<file path="src/f16fr_pkg.sv">
`default_nettype none
package f16fr_pkg;

    // result kinds
    localparam logic [1:0] KIND_ERROR = 2'd0;
    localparam logic [1:0] KIND_DATA  = 2'd1;
    localparam logic [1:0] KIND_DONE  = 2'd2;

    // line error codes
    localparam logic [7:0] ERR_OVERRUN = 8'd0;
    localparam logic [7:0] ERR_PARITY  = 8'd1;
    localparam logic [7:0] ERR_FRAMING = 8'd2;

    // frame done codes
    localparam logic [7:0] DONE_OK       = 8'd0;
    localparam logic [7:0] DONE_GARBAGE  = 8'd1;
    localparam logic [7:0] DONE_CHECKSUM = 8'd2;

    // header characters
    localparam logic [7:0] HDR_D = 8'h44;
    localparam logic [7:0] HDR_A = 8'h41;
    localparam logic [7:0] HDR_T = 8'h54;

    localparam logic [8:0] FLETCHER_MOD = 9'd255;

    // results one received byte can cause
    localparam int RES_MAX = 3;

    // result queue
    localparam int QDEPTH = 8;
    localparam int QPTR_W = $clog2(QDEPTH);
    localparam int QCNT_W = $clog2(QDEPTH + 1);

    // configuration
    localparam int         PADDR_W           = 3;
    localparam logic [0:0] REG_MAX_PAYLOAD   = 1'b0;
    localparam logic [15:0] MAX_PAYLOAD_RST  = 16'hFFFF;

    typedef struct packed {
        logic [1:0]  kind;
        logic [7:0]  value;
        logic [15:0] frame_length;
        logic        last;
    } result_t;

endpackage
`default_nettype wire

</file>
<file path="src/f16fr_parse.sv">
`default_nettype none
module f16fr_parse (
    input  wire logic                                  clk,
    input  wire logic                                  rst_n,
    input  wire logic                                  item_valid,
    input  wire logic [7:0]                            rx_byte,
    input  wire logic                                  framing_fault,
    input  wire logic                                  overrun_error,
    input  wire logic                                  parity_fault,
    input  wire logic [15:0]                           max_payload,
    output f16fr_pkg::result_t [f16fr_pkg::RES_MAX-1:0] res,
    output logic [1:0]                                 res_cnt
);
    import f16fr_pkg::*;

    localparam logic [2:0] PH_D       = 3'd0;
    localparam logic [2:0] PH_A       = 3'd1;
    localparam logic [2:0] PH_T       = 3'd2;
    localparam logic [2:0] PH_LEN_HI  = 3'd3;
    localparam logic [2:0] PH_LEN_LO  = 3'd4;
    localparam logic [2:0] PH_CS_HI   = 3'd5;
    localparam logic [2:0] PH_CS_LO   = 3'd6;
    localparam logic [2:0] PH_PAYLOAD = 3'd7;

    logic [2:0]  phase_reg, phase_next;
    logic [15:0] ann_len_reg, ann_len_next;
    logic [15:0] exp_sum_reg, exp_sum_next;
    logic [15:0] taken_reg, taken_next;
    logic [7:0]  sum_lo_reg, sum_lo_next;
    logic [7:0]  sum_hi_reg, sum_hi_next;

    logic        err_v, data_v, done_v;
    logic [7:0]  err_code, done_code;
    logic [15:0] done_len;
    logic [15:0] limit;
    logic [7:0]  hdr_char;
    logic [8:0]  hi_sum, lo_sum;
    logic [7:0]  hi_mod, lo_mod;
    logic [15:0] taken_inc;
    logic [1:0]  n;

    // frame limit and header character for the current phase
    assign limit = (ann_len_reg < max_payload) ? ann_len_reg : max_payload;

    always_comb
    begin
        case (phase_reg)
            PH_D:    hdr_char = HDR_D;
            PH_A:    hdr_char = HDR_A;
            PH_T:    hdr_char = HDR_T;
            default: hdr_char = HDR_D;
        endcase
    end

    // fletcher sums mod 255, the running sums already reduced
    assign hi_sum    = {1'b0, sum_hi_reg} + {1'b0, rx_byte};
    assign hi_mod    = (hi_sum >= FLETCHER_MOD) ? 8'(hi_sum - FLETCHER_MOD) : hi_sum[7:0];
    assign lo_sum    = {1'b0, hi_mod} + {1'b0, sum_lo_reg};
    assign lo_mod    = (lo_sum >= FLETCHER_MOD) ? 8'(lo_sum - FLETCHER_MOD) : lo_sum[7:0];
    assign taken_inc = taken_reg + 16'd1;

    // line error reply, overrun first
    always_comb
    begin
        err_v    = overrun_error || parity_fault || framing_fault;
        if (overrun_error)
            err_code = ERR_OVERRUN;
        else if (parity_fault)
            err_code = ERR_PARITY;
        else
            err_code = ERR_FRAMING;
    end

    // parser state update
    always_comb
    begin
        phase_next   = phase_reg;
        ann_len_next = ann_len_reg;
        exp_sum_next = exp_sum_reg;
        taken_next   = taken_reg;
        sum_lo_next  = sum_lo_reg;
        sum_hi_next  = sum_hi_reg;
        data_v       = 1'b0;
        done_v       = 1'b0;
        done_code    = DONE_OK;
        done_len     = 16'd0;
        case (phase_reg)
            PH_D, PH_A, PH_T:
            begin
                if (rx_byte == hdr_char)
                begin
                    phase_next = phase_reg + 3'd1;
                end
                else
                begin
                    done_v      = 1'b1;
                    done_code   = DONE_GARBAGE;
                    phase_next  = PH_D;
                    taken_next  = 16'd0;
                    sum_lo_next = 8'd0;
                    sum_hi_next = 8'd0;
                end
            end
            PH_LEN_HI:
            begin
                ann_len_next = {rx_byte, 8'd0};
                phase_next   = PH_LEN_LO;
            end
            PH_LEN_LO:
            begin
                ann_len_next = {ann_len_reg[15:8], rx_byte};
                phase_next   = PH_CS_HI;
            end
            PH_CS_HI:
            begin
                exp_sum_next = {rx_byte, 8'd0};
                phase_next   = PH_CS_LO;
            end
            PH_CS_LO:
            begin
                exp_sum_next = {exp_sum_reg[15:8], rx_byte};
                taken_next   = 16'd0;
                sum_lo_next  = 8'd0;
                sum_hi_next  = 8'd0;
                if (limit == 16'd0)
                begin
                    // empty frame closes on the checksum byte
                    done_v     = 1'b1;
                    phase_next = PH_D;
                    if (exp_sum_next == 16'd0)
                    begin
                        done_code = DONE_OK;
                        done_len  = ann_len_reg;
                    end
                    else
                    begin
                        done_code = DONE_CHECKSUM;
                    end
                end
                else
                begin
                    phase_next = PH_PAYLOAD;
                end
            end
            default:
            begin
                data_v      = 1'b1;
                sum_hi_next = hi_mod;
                sum_lo_next = lo_mod;
                taken_next  = taken_inc;
                if (taken_inc >= limit)
                begin
                    done_v      = 1'b1;
                    phase_next  = PH_D;
                    taken_next  = 16'd0;
                    sum_lo_next = 8'd0;
                    sum_hi_next = 8'd0;
                    if ({hi_mod, lo_mod} == exp_sum_reg)
                    begin
                        done_code = DONE_OK;
                        done_len  = ann_len_reg;
                    end
                    else
                    begin
                        done_code = DONE_CHECKSUM;
                    end
                end
            end
        endcase
    end

    // pack the results in order and flag the final one
    always_comb
    begin
        res = '0;
        n   = 2'd0;
        if (err_v)
        begin
            res[n] = '{kind: KIND_ERROR, value: err_code, frame_length: 16'd0, last: 1'b0};
            n      = n + 2'd1;
        end
        if (data_v)
        begin
            res[n] = '{kind: KIND_DATA, value: rx_byte, frame_length: 16'd0, last: 1'b0};
            n      = n + 2'd1;
        end
        if (done_v)
        begin
            res[n] = '{kind: KIND_DONE, value: done_code, frame_length: done_len, last: 1'b0};
            n      = n + 2'd1;
        end
        if (n != 2'd0)
            res[n - 2'd1].last = 1'b1;
        res_cnt = item_valid ? n : 2'd0;
    end

    // parser state
    always_ff @(posedge clk or negedge rst_n)
    begin
        if (!rst_n)
        begin
            phase_reg   <= PH_D;
            ann_len_reg <= 16'd0;
            exp_sum_reg <= 16'd0;
            taken_reg   <= 16'd0;
            sum_lo_reg  <= 8'd0;
            sum_hi_reg  <= 8'd0;
        end
        else if (item_valid)
        begin
            phase_reg   <= phase_next;
            ann_len_reg <= ann_len_next;
            exp_sum_reg <= exp_sum_next;
            taken_reg   <= taken_next;
            sum_lo_reg  <= sum_lo_next;
            sum_hi_reg  <= sum_hi_next;
        end
    end

    // sums stay reduced mod 255
    a_sums_reduced: assert property (@(posedge clk) disable iff (!rst_n)
        (sum_hi_reg != 8'hFF) && (sum_lo_reg != 8'hFF))
        else $error("fletcher sum left unreduced");

    // outside the payload phase no bytes are counted
    a_taken_idle: assert property (@(posedge clk) disable iff (!rst_n)
        (phase_reg != PH_PAYLOAD) |-> (taken_reg == 16'd0))
        else $error("byte count not cleared outside payload");

    // a finished frame returns to the first header character
    a_done_restart: assert property (@(posedge clk) disable iff (!rst_n)
        (item_valid && done_v) |=> (phase_reg == PH_D))
        else $error("parser did not restart after frame end");

endmodule
`default_nettype wire

</file>
<file path="src/f16fr_queue.sv">
`default_nettype none
module f16fr_queue (
    input  wire logic                                   clk,
    input  wire logic                                   rst_n,
    input  wire f16fr_pkg::result_t [f16fr_pkg::RES_MAX-1:0] wr_data,
    input  wire logic [1:0]                             wr_cnt,
    output logic                                        room,
    output logic                                        rd_valid,
    input  wire logic                                   rd_stall,
    output f16fr_pkg::result_t                          rd_data
);
    import f16fr_pkg::*;

    result_t            mem [QDEPTH];
    logic [QPTR_W-1:0]  wr_ptr_reg, wr_ptr_next;
    logic [QPTR_W-1:0]  rd_ptr_reg, rd_ptr_next;
    logic [QCNT_W-1:0]  count_reg, count_next;
    logic               pop;

    // space for the most results one item can bring
    assign room     = count_reg <= QCNT_W'(QDEPTH - RES_MAX);
    assign rd_valid = count_reg != '0;
    assign rd_data  = mem[rd_ptr_reg];
    assign pop      = rd_valid && !rd_stall;

    assign wr_ptr_next = wr_ptr_reg + QPTR_W'(wr_cnt);
    assign rd_ptr_next = rd_ptr_reg + QPTR_W'(pop);
    assign count_next  = count_reg + QCNT_W'(wr_cnt) - QCNT_W'(pop);

    // result storage
    always_ff @(posedge clk)
    begin
        for (int i = 0; i < RES_MAX; i++)
        begin
            if (2'(i) < wr_cnt)
                mem[wr_ptr_reg + QPTR_W'(i)] <= wr_data[i];
        end
    end

    // pointers and fill count
    always_ff @(posedge clk or negedge rst_n)
    begin
        if (!rst_n)
        begin
            wr_ptr_reg <= '0;
            rd_ptr_reg <= '0;
            count_reg  <= '0;
        end
        else
        begin
            wr_ptr_reg <= wr_ptr_next;
            rd_ptr_reg <= rd_ptr_next;
            count_reg  <= count_next;
        end
    end

    a_no_overfill: assert property (@(posedge clk) disable iff (!rst_n)
        count_reg <= QCNT_W'(QDEPTH))
        else $error("result queue overfilled");

    a_push_room: assert property (@(posedge clk) disable iff (!rst_n)
        (wr_cnt != 2'd0) |-> (count_reg + QCNT_W'(wr_cnt) <= QCNT_W'(QDEPTH)))
        else $error("results written without room");

    a_pop_count: assert property (@(posedge clk) disable iff (!rst_n)
        (pop && wr_cnt == 2'd0) |=> (count_reg == $past(count_reg) - QCNT_W'(1)))
        else $error("fill count wrong after read");

endmodule
`default_nettype wire

</file>
<file path="src/fletcher16_frame_receiver.sv">
`default_nettype none
// Fletcher-16 checked frame receiver. Each item is one received byte with its
// line error flags; frames are "DAT", a big-endian 16-bit length, a Fletcher-16
// checksum with the byte sum high, and the payload. A byte produces zero to three
// results (line error reply, payload byte, frame done), delivered one per cycle
// while out_stall is low, in that order with last set on the final one. An item
// waits in the input register and is parsed when the eight-entry result queue has
// three free slots, so with the output side taking a result every cycle the block
// sustains one byte per cycle for bytes that give at most one result, and the
// output rate of one result per cycle sets the pace otherwise. max_payload is
// written at address 0 and must only change while idle.
module fletcher16_frame_receiver (
    input  wire logic                            clk,
    input  wire logic                            rst_n,
    // received bytes
    input  wire logic                            in_valid,
    output logic                                 in_stall,
    input  wire logic [7:0]                      rx_byte,
    input  wire logic                            framing_fault,
    input  wire logic                            overrun_error,
    input  wire logic                            parity_fault,
    // results
    output logic                                 out_valid,
    input  wire logic                            out_stall,
    output logic [1:0]                           kind,
    output logic [7:0]                           value,
    output logic [15:0]                          frame_length,
    output logic                                 last,
    // configuration
    input  wire logic                            psel,
    input  wire logic                            penable,
    input  wire logic                            pwrite,
    input  wire logic [f16fr_pkg::PADDR_W-1:0]   paddr,
    input  wire logic [31:0]                     pwdata,
    output logic [31:0]                          prdata,
    output logic                                 pready
);
    import f16fr_pkg::*;

    logic        full_reg;
    logic [7:0]  byte_reg;
    logic        fe_reg, ovr_reg, par_reg;
    logic [15:0] max_payload_reg;
    logic        room, go, accept;
    logic [1:0]  res_cnt;
    result_t [RES_MAX-1:0] res;
    result_t     head;

    // configuration register
    assign pready = 1'b1;
    assign prdata = (paddr[2] == REG_MAX_PAYLOAD) ? {16'd0, max_payload_reg} : 32'd0;

    always_ff @(posedge clk or negedge rst_n)
    begin
        if (!rst_n)
            max_payload_reg <= MAX_PAYLOAD_RST;
        else if (psel && penable && pwrite && paddr[2] == REG_MAX_PAYLOAD)
            max_payload_reg <= pwdata[15:0];
    end

    // input register
    assign go       = full_reg && room;
    assign in_stall = full_reg && !room;
    assign accept   = in_valid && !in_stall;

    always_ff @(posedge clk or negedge rst_n)
    begin
        if (!rst_n)
            full_reg <= 1'b0;
        else if (accept)
            full_reg <= 1'b1;
        else if (go)
            full_reg <= 1'b0;
    end

    always_ff @(posedge clk)
    begin
        if (accept)
        begin
            byte_reg <= rx_byte;
            fe_reg   <= framing_fault;
            ovr_reg  <= overrun_error;
            par_reg  <= parity_fault;
        end
    end

    // frame parser
    f16fr_parse u_parse (
        .clk           (clk),
        .rst_n         (rst_n),
        .item_valid    (go),
        .rx_byte       (byte_reg),
        .framing_fault (fe_reg),
        .overrun_error (ovr_reg),
        .parity_fault  (par_reg),
        .max_payload   (max_payload_reg),
        .res           (res),
        .res_cnt       (res_cnt)
    );

    // result queue
    f16fr_queue u_queue (
        .clk      (clk),
        .rst_n    (rst_n),
        .wr_data  (res),
        .wr_cnt   (res_cnt),
        .room     (room),
        .rd_valid (out_valid),
        .rd_stall (out_stall),
        .rd_data  (head)
    );

    assign kind         = head.kind;
    assign value        = head.value;
    assign frame_length = head.frame_length;
    assign last         = head.last;

endmodule
`default_nettype wire

</file>
<file path="config.mk">
export PLATFORM = sky130hd
export DESIGN_NAME = fletcher16_frame_receiver
export DESIGN_NICKNAME = d
export VERILOG_FILES = /design/src/f16fr_pkg.sv /design/src/f16fr_parse.sv /design/src/f16fr_queue.sv /design/src/fletcher16_frame_receiver.sv
export SDC_FILE = /design/constraint.sdc
export NUM_CORES = 1
export LEC_CHECK = 0
export BUFFER_PORTS_ARGS = -buffer_cell sky130_fd_sc_hd__buf_2
export CORE_MARGIN = 5
export CORE_UTILIZATION = 43
export DETAILED_ROUTE_END_ITERATION = 12
export PLACE_DENSITY = 0.69
export REMOVE_ABC_BUFFERS = 1
export SETUP_SLACK_MARGIN = 0.3
export SLEW_MARGIN = 20
export SYNTH_ARGS = -nofsm -noshare
export SYNTH_HDL_FRONTEND = slang
export SYNTH_SLANG_ARGS = --single-unit
export TNS_END_PERCENT = 1
</file>
<file path="constraint.sdc">
create_clock -name clk -period 6.95 [get_ports clk]
set_input_delay 1.39 -clock clk [delete_from_list [all_inputs] [get_ports clk]]
set_output_delay 1.39 -clock clk [all_outputs]
set_load 0.02 [all_outputs]
</file>
==> results of run 1 <==
==> area by class of cell <==
| type | instances | area [µm²] | share of cell area [%] |
|---|---|---|---|
| clock buffer | 46 | 927 | 4.34 |
| clock inverter | 12 | 113 | 0.527 |
| inverter | 57 | 214 | 1.00 |
| multi-input combinational | 1192 | 9200 | 43.0 |
| sequential | 321 | 9190 | 43.0 |
| tap | 592 | 741 | 3.46 |
| timing repair buffer | 158 | 991 | 4.64 |
==> timing repair <==
action                     in CTS  in global routing
hold buffers                    0                  0
cloned                          0                  0
setup endpoints to repair      35                136
buffers inserted                2                  7
gates resized for setup         4                 21
pin swaps                       1                  2
==> worst max-delay path by stage <==
stage	slack (ns)	cells past startpoint	to	startpoint
after floorplan	-0.18	19	u_queue.mem[3][0]	max_payload_reg[9]
after global placement	0.28	24	u_queue.mem[1][1]	byte_reg[1]
after detailed placement	0.22	23	u_queue.mem[1][1]	byte_reg[1]
after CTS	0.34	24	u_queue.mem[4][2]	byte_reg[1]
after global routing	0.22	26	u_queue.mem[0][6]	byte_reg[0]
final	0.59	27	u_queue.mem[6][6]	byte_reg[0]
==> routing by layer <==
layer	part of all wire, %	global-route usage (%)	up-vias
li1	-	-	6318
met1	41	28.3	6933
met2	50	35.9	498
met3	6.9	2.93	85
met4	2.2	5.17	0
met5	0	0	-
==> synth_stat cells (34+ instances only) <==
master and n:
sky130_fd_sc_hd__edfxtp_1 227, sky130_fd_sc_hd__nand2_1 170, sky130_fd_sc_hd__nor2_1 131, sky130_fd_sc_hd__a21oi_1 98, sky130_fd_sc_hd__dfrtp_1 78, sky130_fd_sc_hd__clkbuf_1 75
sky130_fd_sc_hd__ha_1 72, sky130_fd_sc_hd__o21ai_0 60, sky130_fd_sc_hd__mux2_2 58, sky130_fd_sc_hd__inv_1 56, sky130_fd_sc_hd__mux4_2 54, sky130_fd_sc_hd__mux2i_1 48
sky130_fd_sc_hd__a22o_1 40, sky130_fd_sc_hd__a21oi_2 34
==> through the flow <==
step           utilization (%)  setup WS (ns)  hold slack [ns]  TNS (ns)  instances
6_report                  48.6          0.591            0.472         0       2378
5_1_grt                   48.6          0.216            0.501         0       2378
4_1_cts                   48.3          0.344            0.485         0       2371
3_5_place_dp              45.8          0.222            0.474         0       2311
3_3_place_gp              45.8          0.275            0.457         0       2311
2_1_floorplan                -         -0.176            0.454     -9.52       1570
==> kinds of logic (layout without fill, tap and decap cells) <==
kind of cell,Yosys count,in the layout,synth area share (%)
buffers and inverters,186,273,4.57
DFF,321,321,48.2
muxes,162,162,12.5
and+or+nand+nor,543,543,14.5
AOI/OAI and AO/OA,343,343,12.5
adders and majority gates,76,76,5.14
other,2,17,0.0394
xor gates and xnor gates,51,51,2.59
==> power by group <==
group / leakage, nW / internal (mW) / total, mW / switching [mW]
clock: 0.499 / 1.01 / 1.75 / 0.739
combinational: 4.54 / 2.94 / 7.28 / 4.33
sequential: 3.29 / 3.04 / 3.53 / 0.495
==> implementation parameters, run 1 <==
Parameter                              Value

Status
  Status    finished clean

Timing
  Count of endpoints failing hold in the final timing report    0
  Final-report setup violation count    0
  Peak Freq    157 MHz
  Number of pins with negative max-slew slack in the final report    0
  Shortest period the worst path allows    6.36 ns
  Least-Margin Pin Slew    0.867 ns
  Period utilization    91.5%
  RSZ-0062 raised after global routing    no
  Max transition margin    42.2%
  Setup Skew    0.0215 ns

Clocking
  Maximum root-to-sink buffer count    3
  Number of buffers added by the clock tree synthesis step    34
  Clk sink count    321
  Clock edge transition at the registers on the reported setup and hold paths    0.06 ns
  Cell at the root of the clock tree    sky130_fd_sc_hd__clkbuf_16
  Clock insertion delay at the later pin of the skew report    0.52 ns
  TritonCTS clock tree    done
  Level count of the clock H-tree    2

Worst setup path
  Required arrival time at the worst endpoint    7.32 ns
  Reg-to-Reg Start    byte_reg[0]
  Crit path capture type    flip-flop
  Cell type of the slowest stage on the worst timing path    sky130_fd_sc_hd__fa_2
  R2R depth    27
  Worst path top cell family by delay    simple AND/OR/NAND/NOR gates
  Minimum setup slack among reg-to-reg paths    0.59 ns
  Kind of critical path    reg2reg
  Endpoint of the most critical register-to-register path    u_queue.mem[6][6]
  Worst path max stage delay    0.50 ns
  Critical path peak fanout    16
  Most frequent CP cell    sky130_fd_sc_hd__buf_4
  Buf/Inv on CP    5
  Critical Path Start Type    flip-flop
  CP Data Arrival Time    6.73 ns

Synthesis
  Fraction of synthesis flops using an asynchronous set or reset pin    29.3%
  Dominant synthesized flop cell    sky130_fd_sc_hd__edfxtp_1
  Area fraction of the dominant cell type after synthesis    35.7%
  Area of the mapped netlist    19100 µm²
  Number of flops mapped to enable cells by yosys    227
  Dominant cells by area after synthesis    sky130_fd_sc_hd__edfxtp_1 36%, sky130_fd_sc_hd__dfrtp_1 10%, sky130_fd_sc_hd__mux4_2 6.4%
  YS warnings    0
  Synthesized flop and latch total    321
  Portion of the post-synthesis area used by sequential elements    48.2%
  Number of different library cells in the post-synthesis netlist    94
  Average footprint of a synthesized cell    11.3 µm²
  Count of mapped cells out of synthesis    1684
  Cell accounting for the most synthesized area    sky130_fd_sc_hd__edfxtp_1

Power
  Largest voltage drop on the vdd net    341 µV
  Final Total Pwr    12.6 mW
  Pleak    8.33 nW
  Power per Cell Area    587 nW/µm²

Routing
  DRC    0
  Total wire length after detailed routing    51400 µm
  1st-iter DRT viols    1517
  Length of the first detailed-routing pass in iterations    6
  Wire length per cell    21.6 µm
  Final ANT Viol Nets    0
  DR vias    13800
  Avg Vias per Cell    5.82

Die
  Number of core rows    77
  Number of top-level design ports    115
  Width of the die    221 µm
  Area enclosed by the die boundary    48700 µm²
  Placeable core region    44000 µm²
  Die extent in y    221 µm
  Starting density of the core    43.3%

GRT
  Overflow after GRT    0
  Maximum number of pins on one net before global-route repair    56
  Number of global-route vias before repair    13700
  Antenna violations before repair    0
  Overall fraction of global-route tracks in use    20.9%
  Wire length of the first global-routing pass    79600 µm

Cells and area
  Leading cell type in the layout, fill and taps excluded    sky130_fd_sc_hd__edfxtp_1
  Share of final-layout standard cells stronger than drive strength 1    25.5%
  Total inserted antenna cells    0
  Register with the most flip-flops    u_queue.mem
  Post-route cell area    21400 µm²
  Commonest cells after routing, fill and taps aside    227 x sky130_fd_sc_hd__edfxtp_1, 170 x sky130_fd_sc_hd__nand2_1, 128 x sky130_fd_sc_hd__nor2_1
  Number of flip-flops under the largest register name    216
  Layout net count    1893
  Growth of design area from synthesis to finish    12.0%
  Filler cell count    3952

Placement
  Number of port buffers    79
  Cell area after placement    20200 µm²
  Weighted congestion reported at the end of routability-driven placement    0.928
  Detail Placement HPWL    33900 µm

Run
  Total of max-cap violations    0

Hold path
  Hold Path Depth    1
  HP Class    reg2reg
  Worst min-delay path endpoint    u_queue.rd_ptr_reg[2]
  Hold wc startpoint    u_queue.rd_ptr_reg[2]
No activity file was read; power rests on OpenSTA's default activity.
==> inputs of run 2 (changes only) <==
--- a/config.mk
+++ b/config.mk
@@ -9,7 +9,7 @@
 export CORE_MARGIN = 5
 export CORE_UTILIZATION = 43
 export DETAILED_ROUTE_END_ITERATION = 12
-export PLACE_DENSITY = 0.69
+export PLACE_DENSITY_LB_ADDON = 0.2
 export REMOVE_ABC_BUFFERS = 1
 export SETUP_SLACK_MARGIN = 0.3
 export SLEW_MARGIN = 20
==> constraint.sdc (replaced) <==
create_clock -name clk -period 6.95 [get_ports clk]
set_input_delay 1.39 -clock clk [delete_from_list [all_inputs] [get_ports clk]]
set_output_delay 1.39 -clock clk [all_outputs]
set_load 0.05 [all_outputs]
==> implementation parameters, run 2 (synthesis gave the netlist of run 1 again) <==
Parameter                              Value

Status
  Status    finished clean

Routing
  Avg Vias per Cell    5.68 (-2.3%)
  Total wire length after detailed routing    52400 µm (+1.9%)
  1st-iter DRT viols    1167 (-23%)
  DRC    0 (unchanged)
  Length of the first detailed-routing pass in iterations    5 (-1)
  Wire length per cell    21.9 µm (+1.3%)
  DR vias    13600 (-1.8%)
  Final ANT Viol Nets    0 (unchanged)

Timing
  Period utilization    90.9% (-0.64 points)
  Shortest period the worst path allows    6.31 ns (-0.0443 ns)
  Setup Skew    0.0312 ns (+0.00975 ns)
  Max transition margin    39.8% (-2.4 points)
  Peak Freq    158 MHz (+0.70%)
  Least-Margin Pin Slew    0.903 ns (+0.0359 ns)
  Number of pins with negative max-slew slack in the final report    0 (unchanged)
  Worst Hold Margin    0.481 ns (+0.00871 ns)
  RSZ-0062 raised after global routing    no
  Final-report setup violation count    0 (unchanged)
  Count of endpoints failing hold in the final timing report    0 (unchanged)
  Setup Total Neg Slack    0 ns (unchanged)

Worst setup path
  CP Data Arrival Time    6.72 ns (about the same)
  Kind of critical path    reg2reg
  Reg-to-Reg Start    byte_reg[0]
  R2R depth    26 (-3.7%)
  Critical Path Start Type    flip-flop
  Required arrival time at the worst endpoint    7.35 ns (+0.03 ns)
  Critical path peak fanout    8 (-8)
  Endpoint of the most critical register-to-register path    u_queue.mem[1][1]
  Crit path capture type    flip-flop
  Minimum setup slack among reg-to-reg paths    0.64 ns (+0.04 ns)

Clocking
  Cell at the root of the clock tree    sky130_fd_sc_hd__clkbuf_16
  Maximum root-to-sink buffer count    3 (unchanged)
  Clock insertion delay at the later pin of the skew report    0.57 ns (+0.05 ns)
  TritonCTS clock tree    done
  Clock edge transition at the registers on the reported setup and hold paths    0.06 ns (about the same)
  Number of buffers added by the clock tree synthesis step    38 (+12%)
  Level count of the clock H-tree    2 (unchanged)
  Clk sink count    321 (unchanged)

Cells and area
  Commonest cells after routing, fill and taps aside    227 x sky130_fd_sc_hd__edfxtp_1, 170 x sky130_fd_sc_hd__nand2_1, 127 x sky130_fd_sc_hd__nor2_1
  Number of flip-flops under the largest register name    216 (unchanged)
  Total inserted antenna cells    0 (unchanged)
  Leading cell type in the layout, fill and taps excluded    sky130_fd_sc_hd__edfxtp_1
  Growth of design area from synthesis to finish    13.4%
  Layout net count    1900 (+0.37%)
  Register with the most flip-flops    u_queue.mem
  Share of final-layout standard cells stronger than drive strength 1    26.2% (+0.76 points)
  Filler cell count    4023 (+1.8%)

GRT
  Antenna violations before repair    0 (unchanged)
  Overall fraction of global-route tracks in use    21.6% (+0.67 points)
  Maximum number of pins on one net before global-route repair    59 (+5.4%)
  Number of global-route vias before repair    13700 (-0.029%)
  Overflow after GRT    0 (unchanged)
  Wire length of the first global-routing pass    80800 µm (+1.5%)

Die
  Number of core rows    77 (unchanged)
  Number of top-level design ports    115 (unchanged)
  Area enclosed by the die boundary    48700 µm² (unchanged)
  Starting density of the core    43.3% (unchanged)
  Width of the die    221 µm (unchanged)
  Placeable core region    44000 µm² (unchanged)
  Die extent in y    221 µm (unchanged)

Placement
  Number of port buffers    79 (unchanged)
  Detail Placement HPWL    35300 µm (+4.0%)
  Weighted congestion reported at the end of routability-driven placement    0.899 (-3.2%)

Hold path
  Hold wc startpoint    u_queue.rd_ptr_reg[2]
  Worst min-delay path endpoint    u_queue.rd_ptr_reg[2]
  Hold Path Depth    1 (unchanged)
  HP Class    reg2reg

Run
  Total of max-cap violations    0 (unchanged)
==> run 2: worst max-delay path, stage by stage, from the launching register on <==
cell and delay, ns:
sky130_fd_sc_hd__edfxtp_1 0.41, sky130_fd_sc_hd__ha_1 0.24, sky130_fd_sc_hd__inv_1 0.08, sky130_fd_sc_hd__fa_2 0.48
sky130_fd_sc_hd__inv_1 0.08, sky130_fd_sc_hd__ha_2 0.23, sky130_fd_sc_hd__nor2_1 0.08, sky130_fd_sc_hd__nor2_2 0.11
sky130_fd_sc_hd__nand3_2 0.12, sky130_fd_sc_hd__nor3b_4 0.30, sky130_fd_sc_hd__nor2_4 0.11, sky130_fd_sc_hd__xnor2_2 0.18
sky130_fd_sc_hd__ha_1 0.24, sky130_fd_sc_hd__fa_2 0.56, sky130_fd_sc_hd__ha_2 0.23, sky130_fd_sc_hd__a21o_1 0.10
sky130_fd_sc_hd__o311a_1 0.15, sky130_fd_sc_hd__and2_0 0.19, sky130_fd_sc_hd__nand4_4 0.16, sky130_fd_sc_hd__o21ai_4 0.30
sky130_fd_sc_hd__o221a_2 0.24, sky130_fd_sc_hd__nand4_1 0.13, sky130_fd_sc_hd__nor4_2 0.32, sky130_fd_sc_hd__nand4_1 0.18
sky130_fd_sc_hd__o32a_4 0.42, sky130_fd_sc_hd__nand2b_1 0.32, sky130_fd_sc_hd__a21oi_1 0.21
==> run 2: metal layers <==
layer	global-route usage (%)	routed length [µm]	vias up	share of wire (%)
met4	6.64	1440	0	2.7
met3	2.80	2840	98	5.4
met2	36.7	25700	372	49
met5	0	0	-	0
met1	29.1	22400	6779	43
li1	-	-	6337	-
==> run 2: cell type report <==
class	instances	area, µm²	share of cell area [%]
inverter	57	214	0.988
tap	592	741	3.42
clock inverter	18	156	0.723
multi-input combinational	1192	9250	42.7
timing repair buffer	161	1060	4.91
clock buffer	50	1030	4.75
sequential	321	9190	42.5
==> run 2: timing repair <==
item	CTS	global route
resized for setup	2	27
setup endpoints to repair	131	323
pin swaps	0	8
setup buffers	0	8
hold buffers	0	0
==> run 2: worst max path at each step <==
stage | slack (ns) | to | startpoint
floorplan | -0.18 | u_queue.mem[3][0] | max_payload_reg[9]
global placement | 0.26 | u_queue.mem[4][1] | byte_reg[0]
detailed placement | 0.19 | u_queue.mem[1][1] | byte_reg[0]
CTS | 0.32 | u_queue.mem[1][1] | byte_reg[0]
global route | 0.25 | u_queue.mem[5][14] | byte_reg[0]
finish | 0.64 | u_queue.mem[1][1] | byte_reg[0]
==> run 2: stage by stage <==
| stage | std cells | area [µm²] | worst slack, ns | utilization, % |
|---|---|---|---|---|
| 2_1_floorplan | 1570 | 18500 | -0.176 | - |
| 3_3_place_gp | 2315 | 20300 | 0.257 | 46.1 |
| 3_5_place_dp | 2315 | 20300 | 0.189 | 46.1 |
| 4_1_cts | 2383 | 21500 | 0.322 | 48.8 |
| 5_1_grt | 2391 | 21600 | 0.250 | 49.2 |
| 6_report | 2391 | 21600 | 0.635 | 49.2 |
Power of run 2 is not shown: default switching activity piles up to over one toggle a cycle in this logic, so the estimate is an artifact.
